--- config.mk ---
export PLATFORM = sky130hd
export DESIGN_NAME = template_token_scanner_core
export DESIGN_NICKNAME = d
export VERILOG_FILES = /design/src/sv/tts_pkg.sv /design/src/sv/tts_classifier.sv /design/src/sv/tts_result_fifo.sv /design/src/sv/template_token_scanner_core.sv
export VERILOG_INCLUDE_DIRS = /design/src /design/src/sv
export SDC_FILE = /design/constraint.sdc
export NUM_CORES = 1
export LEC_CHECK = 0
export BUFFER_PORTS_ARGS = -buffer_cell sky130_fd_sc_hd__buf_2
export CAP_MARGIN = 10
export CORE_ASPECT_RATIO = 1.4
export CORE_UTILIZATION = 45
export DETAILED_ROUTE_END_ITERATION = 16
export GPL_TIMING_DRIVEN = 0
export PLACE_DENSITY = 0.69
export RECOVER_POWER = 25
export SLEW_MARGIN = 20
export SYNTH_ARGS = -nofsm -noshare
export SYNTH_HDL_FRONTEND = slang
export SYNTH_SLANG_ARGS = --single-unit
--- constraint.sdc ---
create_clock -name clock -period 6.7 [get_ports clock]
set_clock_uncertainty 0.05 [all_clocks]
set_input_delay 0 -clock clock [delete_from_list [all_inputs] [get_ports clock]]
set_output_delay 0 -clock clock [all_outputs]
set_load 0.03 [all_outputs]
--- src/sv/assert_macros.svh ---
// Assertion macros shared by the scanner modules.
`ifndef ASSERT_MACROS_SVH
`define ASSERT_MACROS_SVH

// Property must hold at every clock edge outside reset.
`define ASSERT_PROP(label, clk, rst, prop, msg) \
   label: assert property (@(posedge clk) disable iff (rst) (prop)) else $error(msg);

// Condition must never be true outside reset.
`define ASSERT_NEVER(label, clk, rst, cond, msg) \
   label: assert property (@(posedge clk) disable iff (rst) !(cond)) else $error(msg);

`endif

--- src/sv/tts_pkg.sv ---
// Types and constants of the template token scanner.
`timescale 1ns / 1ps

package tts_pkg;

   typedef enum logic [2:0] {
      MODE_NONE  = 3'd0,
      MODE_TEXT  = 3'd1,
      MODE_NAME  = 3'd2,
      MODE_PARAM = 3'd3,
      MODE_BLOCK = 3'd4
   } mode_type;

   typedef enum logic [2:0] {
      EV_TEXT_CHAR  = 3'd0,
      EV_NAME_CHAR  = 3'd1,
      EV_PARAM_CHAR = 3'd2,
      EV_BLOCK_CHAR = 3'd3,
      EV_TEXT_END   = 3'd4,
      EV_CMD_END    = 3'd5,
      EV_BLOCK_END  = 3'd6
   } event_type;

   localparam logic [7:0] CHAR_LBRACE    = 8'h7B;
   localparam logic [7:0] CHAR_RBRACE    = 8'h7D;
   localparam logic [7:0] CHAR_LBRACKET  = 8'h5B;
   localparam logic [7:0] CHAR_RBRACKET  = 8'h5D;
   localparam logic [7:0] CHAR_SPACE     = 8'h20;
   localparam logic [7:0] CHAR_BACKSLASH = 8'h5C;

   localparam int FIFO_DEPTH = 4;
   localparam int PTR_W      = 2;
   localparam int CNT_W      = 3;

   typedef struct packed {
      logic [2:0] event_res;
      logic [7:0] char_value;
      logic       last;
   } result_type;

   typedef struct packed {
      logic [1:0] cnt;
      result_type r0;
      result_type r1;
   } push_type;

endpackage

--- src/sv/tts_classifier.sv ---
// Input register, scan state and byte classification into up to two results.
`timescale 1ns / 1ps
`include "assert_macros.svh"

module tts_classifier (
   input  logic              clock,
   input  logic              reset,
   input  logic              req_tvalid,
   output logic              req_tready,
   input  logic [7:0]        req_tdata,
   input  logic              req_tlast,
   input  logic              advance,
   output tts_pkg::push_type push
);

   logic               stage_valid_ff, stage_valid_in;
   logic [7:0]         stage_byte_ff, stage_byte_in;
   logic               stage_last_ff, stage_last_in;
   tts_pkg::mode_type  mode_ff, mode_in;
   logic               bs_ff, bs_in;
   logic               fire;
   logic               take;

   tts_pkg::mode_type  next_mode;
   logic               next_bs;
   logic [1:0]         n;
   logic [2:0]         ev0, ev1;
   logic [7:0]         ch0;

   assign fire       = stage_valid_ff && advance;
   assign req_tready = !stage_valid_ff || advance;
   assign take       = req_tvalid && req_tready;

   always_comb begin
      stage_valid_in = take ? 1'b1 : (fire ? 1'b0 : stage_valid_ff);
      stage_byte_in  = take ? req_tdata : stage_byte_ff;
      stage_last_in  = take ? req_tlast : stage_last_ff;
   end

   // classification of the staged byte
   always_comb begin
      logic [7:0] c;
      logic       fin;
      logic       opener;
      logic       escaped;
      logic       keep;
      c         = stage_byte_ff;
      fin       = stage_last_ff;
      opener    = (c == tts_pkg::CHAR_LBRACE) || (c == tts_pkg::CHAR_LBRACKET);
      escaped   = (mode_ff == tts_pkg::MODE_TEXT) && bs_ff;
      keep      = (c != tts_pkg::CHAR_BACKSLASH) || fin;
      next_mode = mode_ff;
      next_bs   = bs_ff;
      n         = 2'd0;
      ev0       = tts_pkg::EV_TEXT_CHAR;
      ev1       = tts_pkg::EV_TEXT_END;
      ch0       = 8'h00;
      case (mode_ff)
         tts_pkg::MODE_NONE, tts_pkg::MODE_TEXT: begin
            if (opener && !escaped) begin
               next_bs   = 1'b0;
               next_mode = (c == tts_pkg::CHAR_LBRACKET) ? tts_pkg::MODE_BLOCK
                                                          : tts_pkg::MODE_NAME;
               if (mode_ff == tts_pkg::MODE_TEXT) begin
                  ev0 = tts_pkg::EV_TEXT_END;
                  ev1 = (c == tts_pkg::CHAR_LBRACKET) ? tts_pkg::EV_BLOCK_END
                                                       : tts_pkg::EV_CMD_END;
                  n   = fin ? 2'd2 : 2'd1;
               end else begin
                  ev0 = (c == tts_pkg::CHAR_LBRACKET) ? tts_pkg::EV_BLOCK_END
                                                       : tts_pkg::EV_CMD_END;
                  n   = fin ? 2'd1 : 2'd0;
               end
            end else begin
               next_mode = tts_pkg::MODE_TEXT;
               next_bs   = (c == tts_pkg::CHAR_BACKSLASH);
               if (keep) begin
                  ev0 = tts_pkg::EV_TEXT_CHAR;
                  ch0 = c;
                  ev1 = tts_pkg::EV_TEXT_END;
                  n   = fin ? 2'd2 : 2'd1;
               end
            end
         end
         tts_pkg::MODE_NAME, tts_pkg::MODE_PARAM: begin
            if (c == tts_pkg::CHAR_RBRACE) begin
               ev0       = tts_pkg::EV_CMD_END;
               n         = 2'd1;
               next_mode = tts_pkg::MODE_NONE;
            end else if (mode_ff == tts_pkg::MODE_NAME && c == tts_pkg::CHAR_SPACE) begin
               next_mode = tts_pkg::MODE_PARAM;
               ev0       = tts_pkg::EV_CMD_END;
               n         = fin ? 2'd1 : 2'd0;
            end else begin
               ev0 = (mode_ff == tts_pkg::MODE_NAME) ? tts_pkg::EV_NAME_CHAR
                                                      : tts_pkg::EV_PARAM_CHAR;
               ch0 = c;
               ev1 = tts_pkg::EV_CMD_END;
               n   = fin ? 2'd2 : 2'd1;
            end
         end
         tts_pkg::MODE_BLOCK: begin
            if (c == tts_pkg::CHAR_RBRACKET) begin
               ev0       = tts_pkg::EV_BLOCK_END;
               n         = 2'd1;
               next_mode = tts_pkg::MODE_NONE;
            end else begin
               ev0 = tts_pkg::EV_BLOCK_CHAR;
               ch0 = c;
               ev1 = tts_pkg::EV_BLOCK_END;
               n   = fin ? 2'd2 : 2'd1;
            end
         end
         default: begin
            next_mode = tts_pkg::MODE_NONE;
            next_bs   = 1'b0;
         end
      endcase
      if (fin) begin
         next_mode = tts_pkg::MODE_NONE;
         next_bs   = 1'b0;
      end
   end

   always_comb begin
      push.cnt           = fire ? n : 2'd0;
      push.r0.event_res  = ev0;
      push.r0.char_value = ch0;
      push.r0.last       = (n == 2'd1);
      push.r1.event_res  = ev1;
      push.r1.char_value = 8'h00;
      push.r1.last       = 1'b1;
      mode_in            = fire ? next_mode : mode_ff;
      bs_in              = fire ? next_bs : bs_ff;
   end

   always_ff @(posedge clock) begin
      if (reset) begin
         stage_valid_ff <= 1'b0;
         mode_ff        <= tts_pkg::MODE_NONE;
         bs_ff          <= 1'b0;
      end else begin
         stage_valid_ff <= stage_valid_in;
         mode_ff        <= mode_in;
         bs_ff          <= bs_in;
      end
   end

   always_ff @(posedge clock) begin
      stage_byte_ff <= stage_byte_in;
      stage_last_ff <= stage_last_in;
   end

   `ASSERT_PROP(a_bs_in_text, clock, reset, bs_ff |-> (mode_ff == tts_pkg::MODE_TEXT), "escape outside text")
   `ASSERT_PROP(a_fin_clears, clock, reset, (fire && stage_last_ff) |=> (mode_ff == tts_pkg::MODE_NONE && !bs_ff), "stream end left state")
   `ASSERT_PROP(a_fin_emits, clock, reset, (fire && stage_last_ff) |-> (push.cnt != 2'd0), "stream end without result")

endmodule

--- src/sv/tts_result_fifo.sv ---
// Four-entry result queue taking up to two results a cycle.
`timescale 1ns / 1ps
`include "assert_macros.svh"

module tts_result_fifo (
   input  logic                clock,
   input  logic                reset,
   input  tts_pkg::push_type   push,
   input  logic                pop,
   output logic                head_valid,
   output tts_pkg::result_type head,
   output logic                space_ok
);

   tts_pkg::result_type               mem_ff [tts_pkg::FIFO_DEPTH];
   logic [tts_pkg::PTR_W-1:0]         wr_ff, wr_in;
   logic [tts_pkg::PTR_W-1:0]         rd_ff, rd_in;
   logic [tts_pkg::CNT_W-1:0]         count_ff, count_in;
   logic                              do_pop;
   logic [tts_pkg::PTR_W-1:0]         wr_next;

   assign head_valid = (count_ff != '0);
   assign head       = mem_ff[rd_ff];
   // room for a full pair whether or not the head drains
   assign space_ok   = (count_ff <= tts_pkg::CNT_W'(tts_pkg::FIFO_DEPTH - 2));
   assign do_pop     = pop && head_valid;
   assign wr_next    = wr_ff + tts_pkg::PTR_W'(1);

   always_comb begin
      wr_in    = wr_ff + tts_pkg::PTR_W'(push.cnt);
      rd_in    = rd_ff + tts_pkg::PTR_W'(do_pop);
      count_in = count_ff + tts_pkg::CNT_W'(push.cnt) - tts_pkg::CNT_W'(do_pop);
   end

   always_ff @(posedge clock) begin
      if (reset) begin
         wr_ff    <= '0;
         rd_ff    <= '0;
         count_ff <= '0;
      end else begin
         wr_ff    <= wr_in;
         rd_ff    <= rd_in;
         count_ff <= count_in;
      end
   end

   always_ff @(posedge clock) begin
      if (push.cnt != 2'd0) begin
         mem_ff[wr_ff] <= push.r0;
      end
      if (push.cnt == 2'd2) begin
         mem_ff[wr_next] <= push.r1;
      end
   end

   `ASSERT_NEVER(a_overflow, clock, reset, count_ff > tts_pkg::CNT_W'(tts_pkg::FIFO_DEPTH), "result queue overflow")
   `ASSERT_PROP(a_push_room, clock, reset, (push.cnt != 2'd0) |-> space_ok, "push without room")

endmodule

--- src/sv/template_token_scanner_core.sv ---
// A request is registered in the stage register, classified and written to
// the result queue, which offers its first result; the staged request waits
// while the queue lacks room. Throughput: one request per cycle while each
// request yields at most one result and the output is not stalled; the queue
// hides an isolated two-result request, back-to-back pairs hold input back.
// Reset: synchronous, active high; scan mode returns to between tokens, queue empties.
`timescale 1ns / 1ps

module template_token_scanner_core (
   input  logic        clock,
   input  logic        reset,
   input  logic        req_tvalid,
   output logic        req_tready,
   input  logic [7:0]  req_tdata,   // [7:0] in_byte
   input  logic        req_tlast,   // end_of_stream
   output logic        rsp_tvalid,
   input  logic        rsp_tready,
   output logic [15:0] rsp_tdata,   // [2:0] event_res, [10:3] char_value, [15:11] zero
   output logic        rsp_tlast    // last
);

   tts_pkg::push_type   push;
   tts_pkg::result_type head;
   logic                space_ok;

   tts_classifier u_classifier (
      .clock      (clock),
      .reset      (reset),
      .req_tvalid (req_tvalid),
      .req_tready (req_tready),
      .req_tdata  (req_tdata),
      .req_tlast  (req_tlast),
      .advance    (space_ok),
      .push       (push)
   );

   tts_result_fifo u_result_fifo (
      .clock      (clock),
      .reset      (reset),
      .push       (push),
      .pop        (rsp_tready),
      .head_valid (rsp_tvalid),
      .head       (head),
      .space_ok   (space_ok)
   );

   assign rsp_tdata = {5'b00000, head.char_value, head.event_res};
   assign rsp_tlast = head.last;

endmodule

==> impl_results.html <==
<table>
<tr><th>Metric</th><th>Value</th></tr>
<tr><th colspan="2">Yosys</th></tr>
<tr><td>Count of flip-flops with a built-in enable after synthesis</td><td>17</td></tr>
<tr><td>Gate Count Post-Synth</td><td>approximately 360</td></tr>
<tr><td>Synth Area per Inst</td><td>10.4 µm²</td></tr>
<tr><td>Distinct cells, synth</td><td>60</td></tr>
<tr><td>Count of state elements after synthesis</td><td>69</td></tr>
<tr><td>Async set-reset flop share out of synthesis</td><td>0%</td></tr>
<tr><td>Sequential area share after synthesis</td><td>between 40% and 50%</td></tr>
<tr><td>YS warnings</td><td>0</td></tr>
<tr><td>Post-synthesis cell area</td><td>between 0.003 and 0.004 mm²</td></tr>
<tr><td>Top flip-flop cell by instance count after synthesis</td><td>dfxtp_1</td></tr>
<tr><th colspan="2">Critical path</th></tr>
<tr><td>Data arrival time of the worst path</td><td>between 3000 and 4000 ps</td></tr>
<tr><td>Setup slack on the worst flop-to-flop path</td><td>slightly above 3000 ps</td></tr>
<tr><td>Launch point of the worst reg-to-reg path</td><td>u_classifier.mode_ff[1]$_SDFFE_PP0P_</td></tr>
<tr><td>Critical Path Sink Type</td><td>flip-flop</td></tr>
<tr><td>Crit Reg-Reg Endpoint</td><td>u_result_fifo.count_ff[2]$_SDFF_PP0_</td></tr>
<tr><td>Count of cells along the worst register-to-register path</td><td>14</td></tr>
<tr><td>Critical setup path kind</td><td>reg2reg</td></tr>
<tr><td>Critical path launch point type</td><td>flip-flop</td></tr>
<tr><td>Required time of the worst setup path</td><td>between 6000 and 7000 ps</td></tr>
<tr><td>Worst Path Max Fanout</td><td>10</td></tr>
<tr><th colspan="2">Clocking</th></tr>
<tr><td>Clock slew seen by the registers of the worst setup and hold paths</td><td>roughly 70 ps</td></tr>
<tr><td>Post-CTS Hold Fix Bufs</td><td>11</td></tr>
<tr><td>CTS HTree Levels</td><td>3</td></tr>
<tr><td>Number of buffers added by the clock tree synthesis step</td><td>9</td></tr>
<tr><td>Clock tree buffer depth</td><td>2</td></tr>
<tr><td>CTS root buf</td><td>clkbuf_8</td></tr>
<tr><td>Clock tree from TritonCTS</td><td>done</td></tr>
<tr><td>Worst-Skew Late Latency</td><td>between 300 and 400 ps</td></tr>
<tr><td>Count of cells resized by post-cts repair</td><td>0</td></tr>
<tr><td>Post-CTS Setup Repair Bufs</td><td>0</td></tr>
<tr><td>Total clock sinks</td><td>between 60 and 70</td></tr>
<tr><th colspan="2">Placement</th></tr>
<tr><td>Estimated wirelength of the detail-placed design</td><td>~6.7 mm</td></tr>
<tr><td>Inst Count DP</td><td>between 400 and 500</td></tr>
<tr><td>Number of buffers added on ports</td><td>26</td></tr>
<tr><td>Global placement routability congestion</td><td>around 0.9</td></tr>
<tr><th colspan="2">GRT</th></tr>
<tr><td>Antenna violations before repair</td><td>0</td></tr>
<tr><td>Number of global-route vias before repair</td><td>3066</td></tr>
<tr><td>Overall fraction of global-route tracks in use</td><td>approximately a quarter</td></tr>
<tr><td>First-pass GRT wire length</td><td>15.2 mm</td></tr>
<tr><td>Largest net degree at the start of global routing</td><td>13</td></tr>
<tr><td>Total overflow reported by the global router</td><td>0</td></tr>
<tr><th colspan="2">STA</th></tr>
<tr><td>Timing-limited maximum frequency</td><td>approximately 270 MHz</td></tr>
<tr><td>Endpoints failing hold</td><td>0</td></tr>
<tr><td>Slew at the pin closest to its max-slew limit</td><td>between 1000 and 1500 ps</td></tr>
<tr><td>Tightest slew margin relative to the limit</td><td>28.5%</td></tr>
<tr><td>Endpoints failing setup</td><td>0</td></tr>
<tr><td>Crit path time final</td><td>3660 ps</td></tr>
<tr><td>Count of pins over their slew limit</td><td>0</td></tr>
<tr><td>RSZ-0062 raised after global routing</td><td>no</td></tr>
<tr><td>Part of the cycle the worst path needs</td><td>between 50% and 60%</td></tr>
<tr><td>Post-Route Setup TNS</td><td>0 ps</td></tr>
<tr><th colspan="2">Routing</th></tr>
<tr><td>Detailed router's first-iteration violation count</td><td>about 220</td></tr>
<tr><td>Total routed wirelength</td><td>a little over 9 mm</td></tr>
<tr><td>Vias</td><td>about 3000</td></tr>
<tr><td>DRC violation count after routing</td><td>0</td></tr>
<tr><td>Post-detailed-route count of antenna-violating nets</td><td>0</td></tr>
<tr><td>Total iterations of the first detailed-routing run</td><td>5</td></tr>
<tr><td>Routed len/inst</td><td>18.1 µm</td></tr>
<tr><td>Via density per instance</td><td>between 5 and 6</td></tr>
<tr><th colspan="2">Pwr</th></tr>
<tr><td>Leakage dissipation</td><td>1.84 nW</td></tr>
<tr><td>Worst IR drop on VDD</td><td>between 0.15 and 0.2 mV</td></tr>
<tr><td>Power density over cell area</td><td>about 350 mW/mm²</td></tr>
<tr><th colspan="2">Min path</th></tr>
<tr><td>Worst Hold Path EP</td><td>u_result_fifo.rd_ff[0]$_SDFF_PP0_</td></tr>
<tr><td>Startpoint of the most critical hold path</td><td>rsp_tready</td></tr>
<tr><td>HP Class</td><td>in2reg</td></tr>
<tr><td>Cell depth of the worst min-delay path</td><td>4</td></tr>
<tr><th colspan="2">Die</th></tr>
<tr><td>Initial Utilization</td><td>47.3%</td></tr>
<tr><td>Core Footprint</td><td>between 0.007 and 0.008 mm²</td></tr>
<tr><td>X dimension of the die</td><td>between 70 and 80 µm</td></tr>
<tr><td>Area of the die</td><td>~0.0087 mm²</td></tr>
<tr><td>Die Height</td><td>roughly 110 µm</td></tr>
<tr><td>Count of pins on the block boundary</td><td>32</td></tr>
<tr><td>Core Rows</td><td>38</td></tr>
<tr><th colspan="2">Finish</th></tr>
<tr><td>Filler Cells Inserted</td><td>around 740</td></tr>
<tr><td>Nets@finish</td><td>~430</td></tr>
<tr><td>Sequential cell area</td><td>approximately 0.0016 mm²</td></tr>
<tr><td>Share of final-layout standard cells stronger than drive strength 1</td><td>between 20 and 25%</td></tr>
<tr><td>Multi-input gate area</td><td>around 0.0020 mm²</td></tr>
<tr><td>Ant. Diodes</td><td>0</td></tr>
<tr><td>Final cell count without fillers</td><td>around 520</td></tr>
<tr><td>Area added between synthesis and finish</td><td>16.4%</td></tr>
<tr><th colspan="2">Job</th></tr>
<tr><td>Max-capacitance violation count</td><td>0</td></tr>
<tr><th colspan="2">Outcome</th></tr>
<tr><td>Outcome</td><td>complete, no violations</td></tr>
</table>
-- final cells by class --
class / count / share of cell area, %
Buffer: 30 / 4.12
Clock buffer: 12 / 4.32
Clock inverter: 4 / 1.12
Inverter: 10 / 0.864
Multi-Input combinational cell: 254 / 45.5
Sequential cell: 69 / 35.7
Tap cell: 100 / 2.88
Timing Repair Buffer: 37 / 5.42
-- per-stage QoR --
| stage | total power [mW] | hold slack [ps] | instance area [µm²] | worst slack, ps | util (%) |
|---|---|---|---|---|---|
| floorplan | 0.996 | 21.6 | 3750 | 3580 | - |
| global placement | 1.11 | 127 | 4000 | 3080 | 50.7 |
| detailed placement | 1.13 | 128 | 4000 | 3070 | 50.7 |
| CTS | 1.52 | 83.6 | 4350 | 3050 | 55.1 |
| global route | 1.60 | 159 | 4340 | 2810 | 55.0 |
| finish | 1.51 | 119 | 4340 | 3040 | 55.0 |
-- where the power goes --
group	total, mW	internal, mW	switching, mW
clock	0.387	0.227	0.160
combinational	0.544	0.228	0.317
sequential	0.579	0.521	0.0573
total	1.51	0.976	0.534
-- how the worst max path moves through the flow --
stage                                                       to  depth (start not counted)                               startpoint
after global routing      u_result_fifo.count_ff[2]$_SDFF_PP0_                         14     u_classifier.mode_ff[1]$_SDFFE_PP0P_
after detailed placement  u_result_fifo.count_ff[2]$_SDFF_PP0_                         14     u_classifier.mode_ff[1]$_SDFFE_PP0P_
after floorplan           u_result_fifo.count_ff[2]$_SDFF_PP0_                         14     u_classifier.mode_ff[0]$_SDFFE_PP0P_
after global placement    u_result_fifo.count_ff[2]$_SDFF_PP0_                         14  u_classifier.stage_byte_ff[5]$_DFFE_PP_
after CTS                 u_result_fifo.count_ff[2]$_SDFF_PP0_                         14     u_classifier.mode_ff[1]$_SDFFE_PP0P_
final                     u_result_fifo.count_ff[2]$_SDFF_PP0_                         14     u_classifier.mode_ff[1]$_SDFFE_PP0P_
-- synth_stat cells (2+ instances only) --
cell / count / area share [%]
or3_1: 4 / 0.67
buf_4: 11 / 2.2
nor2b_1: 3 / 0.50
o22ai_1: 8 / 1.3
o21ai_0: 4 / 0.54
o31ai_1: 25 / 5.0
nor3b_1: 2 / 0.40
o211ai_2: 2 / 0.67
clkbuf_1: 7 / 0.70
a31oi_1: 5 / 0.84
buf_2: 8 / 1.1
mux4_2: 12 / 7.2
a211oi_1: 2 / 0.40
edfxtp_1: 17 / 14
nand3_1: 7 / 0.94
buf_1: 2 / 0.20
nor3_1: 3 / 0.40
inv_2: 2 / 0.20
buf_6: 2 / 0.60
o211ai_1: 5 / 1.0
o21ai_1: 10 / 1.3
nand2b_1: 4 / 0.67
and4b_1: 2 / 0.54
nand2_1: 27 / 2.7
inv_1: 8 / 0.80
o21ai_2: 3 / 0.70
nand4_1: 3 / 0.50
xnor2_1: 5 / 1.2
a21oi_4: 2 / 0.87
mux2i_1: 36 / 9.7
a21oi_1: 16 / 2.1
or4_1: 2 / 0.40
ha_1: 7 / 2.3
a221oi_1: 2 / 0.47
o21a_1: 3 / 0.60
and3_1: 2 / 0.34
nor2_1: 19 / 1.9
and2_1: 3 / 0.50
a41oi_1: 2 / 0.47
dfxtp_1: 52 / 28
-- cells in the final DEF, fill, tap and decap left out, drive strengths merged, types with 8 or more instances in the layout --
cell / count
mux4: 12
clkbuf: 23
o21ai: 17
nand2: 27
a21oi: 18
inv: 11
dlygate4sd3: 11
buf: 45
o31ai: 25
o22ai: 8
mux2i: 36
nor2: 19
dfxtp: 52
edfxtp: 17
-- worst max-delay path, stage by stage (launching register included) --
cell and delay (ps):
dfxtp_1 410, buf_2 240, and2b_1 220, nand4_1 230
ha_1 310, a32oi_2 260, a21oi_4 140, inv_2 80
buf_4 180, buf_2 300, ha_1 300, fa_1 440
xnor2_1 180, xnor2_1 140, nor2_1 50
-- cells by family (layout without fill, tap and decap cells) --
family,after synthesis,in the layout,share of synthesized area (%)
AO/OA/AOI/OAI,100,100,19.4
AND/OR/NAND/NOR,88,88,12.2
flip-flops,69,69,41.6
multiplexers,48,48,16.9
buffers and inverters,40,93,5.80
adder cells (fa/ha/maj),8,8,2.88
XOR/XNOR,5,5,1.17
other,1,5,0.101
-- routing by layer --
metal	global-route usage [%]	routed length (µm)
met2	42.8	4920
met5	0	0
met4	10.5	227
met1	26.0	3830
met3	5.23	366
-- state kept, by name (all words and copies together) (netlist names) --
register / cells
u_classifier.stage_last_ff: 1
u_classifier.stage_valid_ff: 1
u_classifier.mode_ff: 3
u_result_fifo.mem_ff: 48
u_result_fifo.wr_ff: 2
u_result_fifo.rd_ff: 2
u_result_fifo.count_ff: 3
u_classifier.stage_byte_ff: 8
u_classifier.bs_ff: 1
Power figures use the tool's default switching activity.
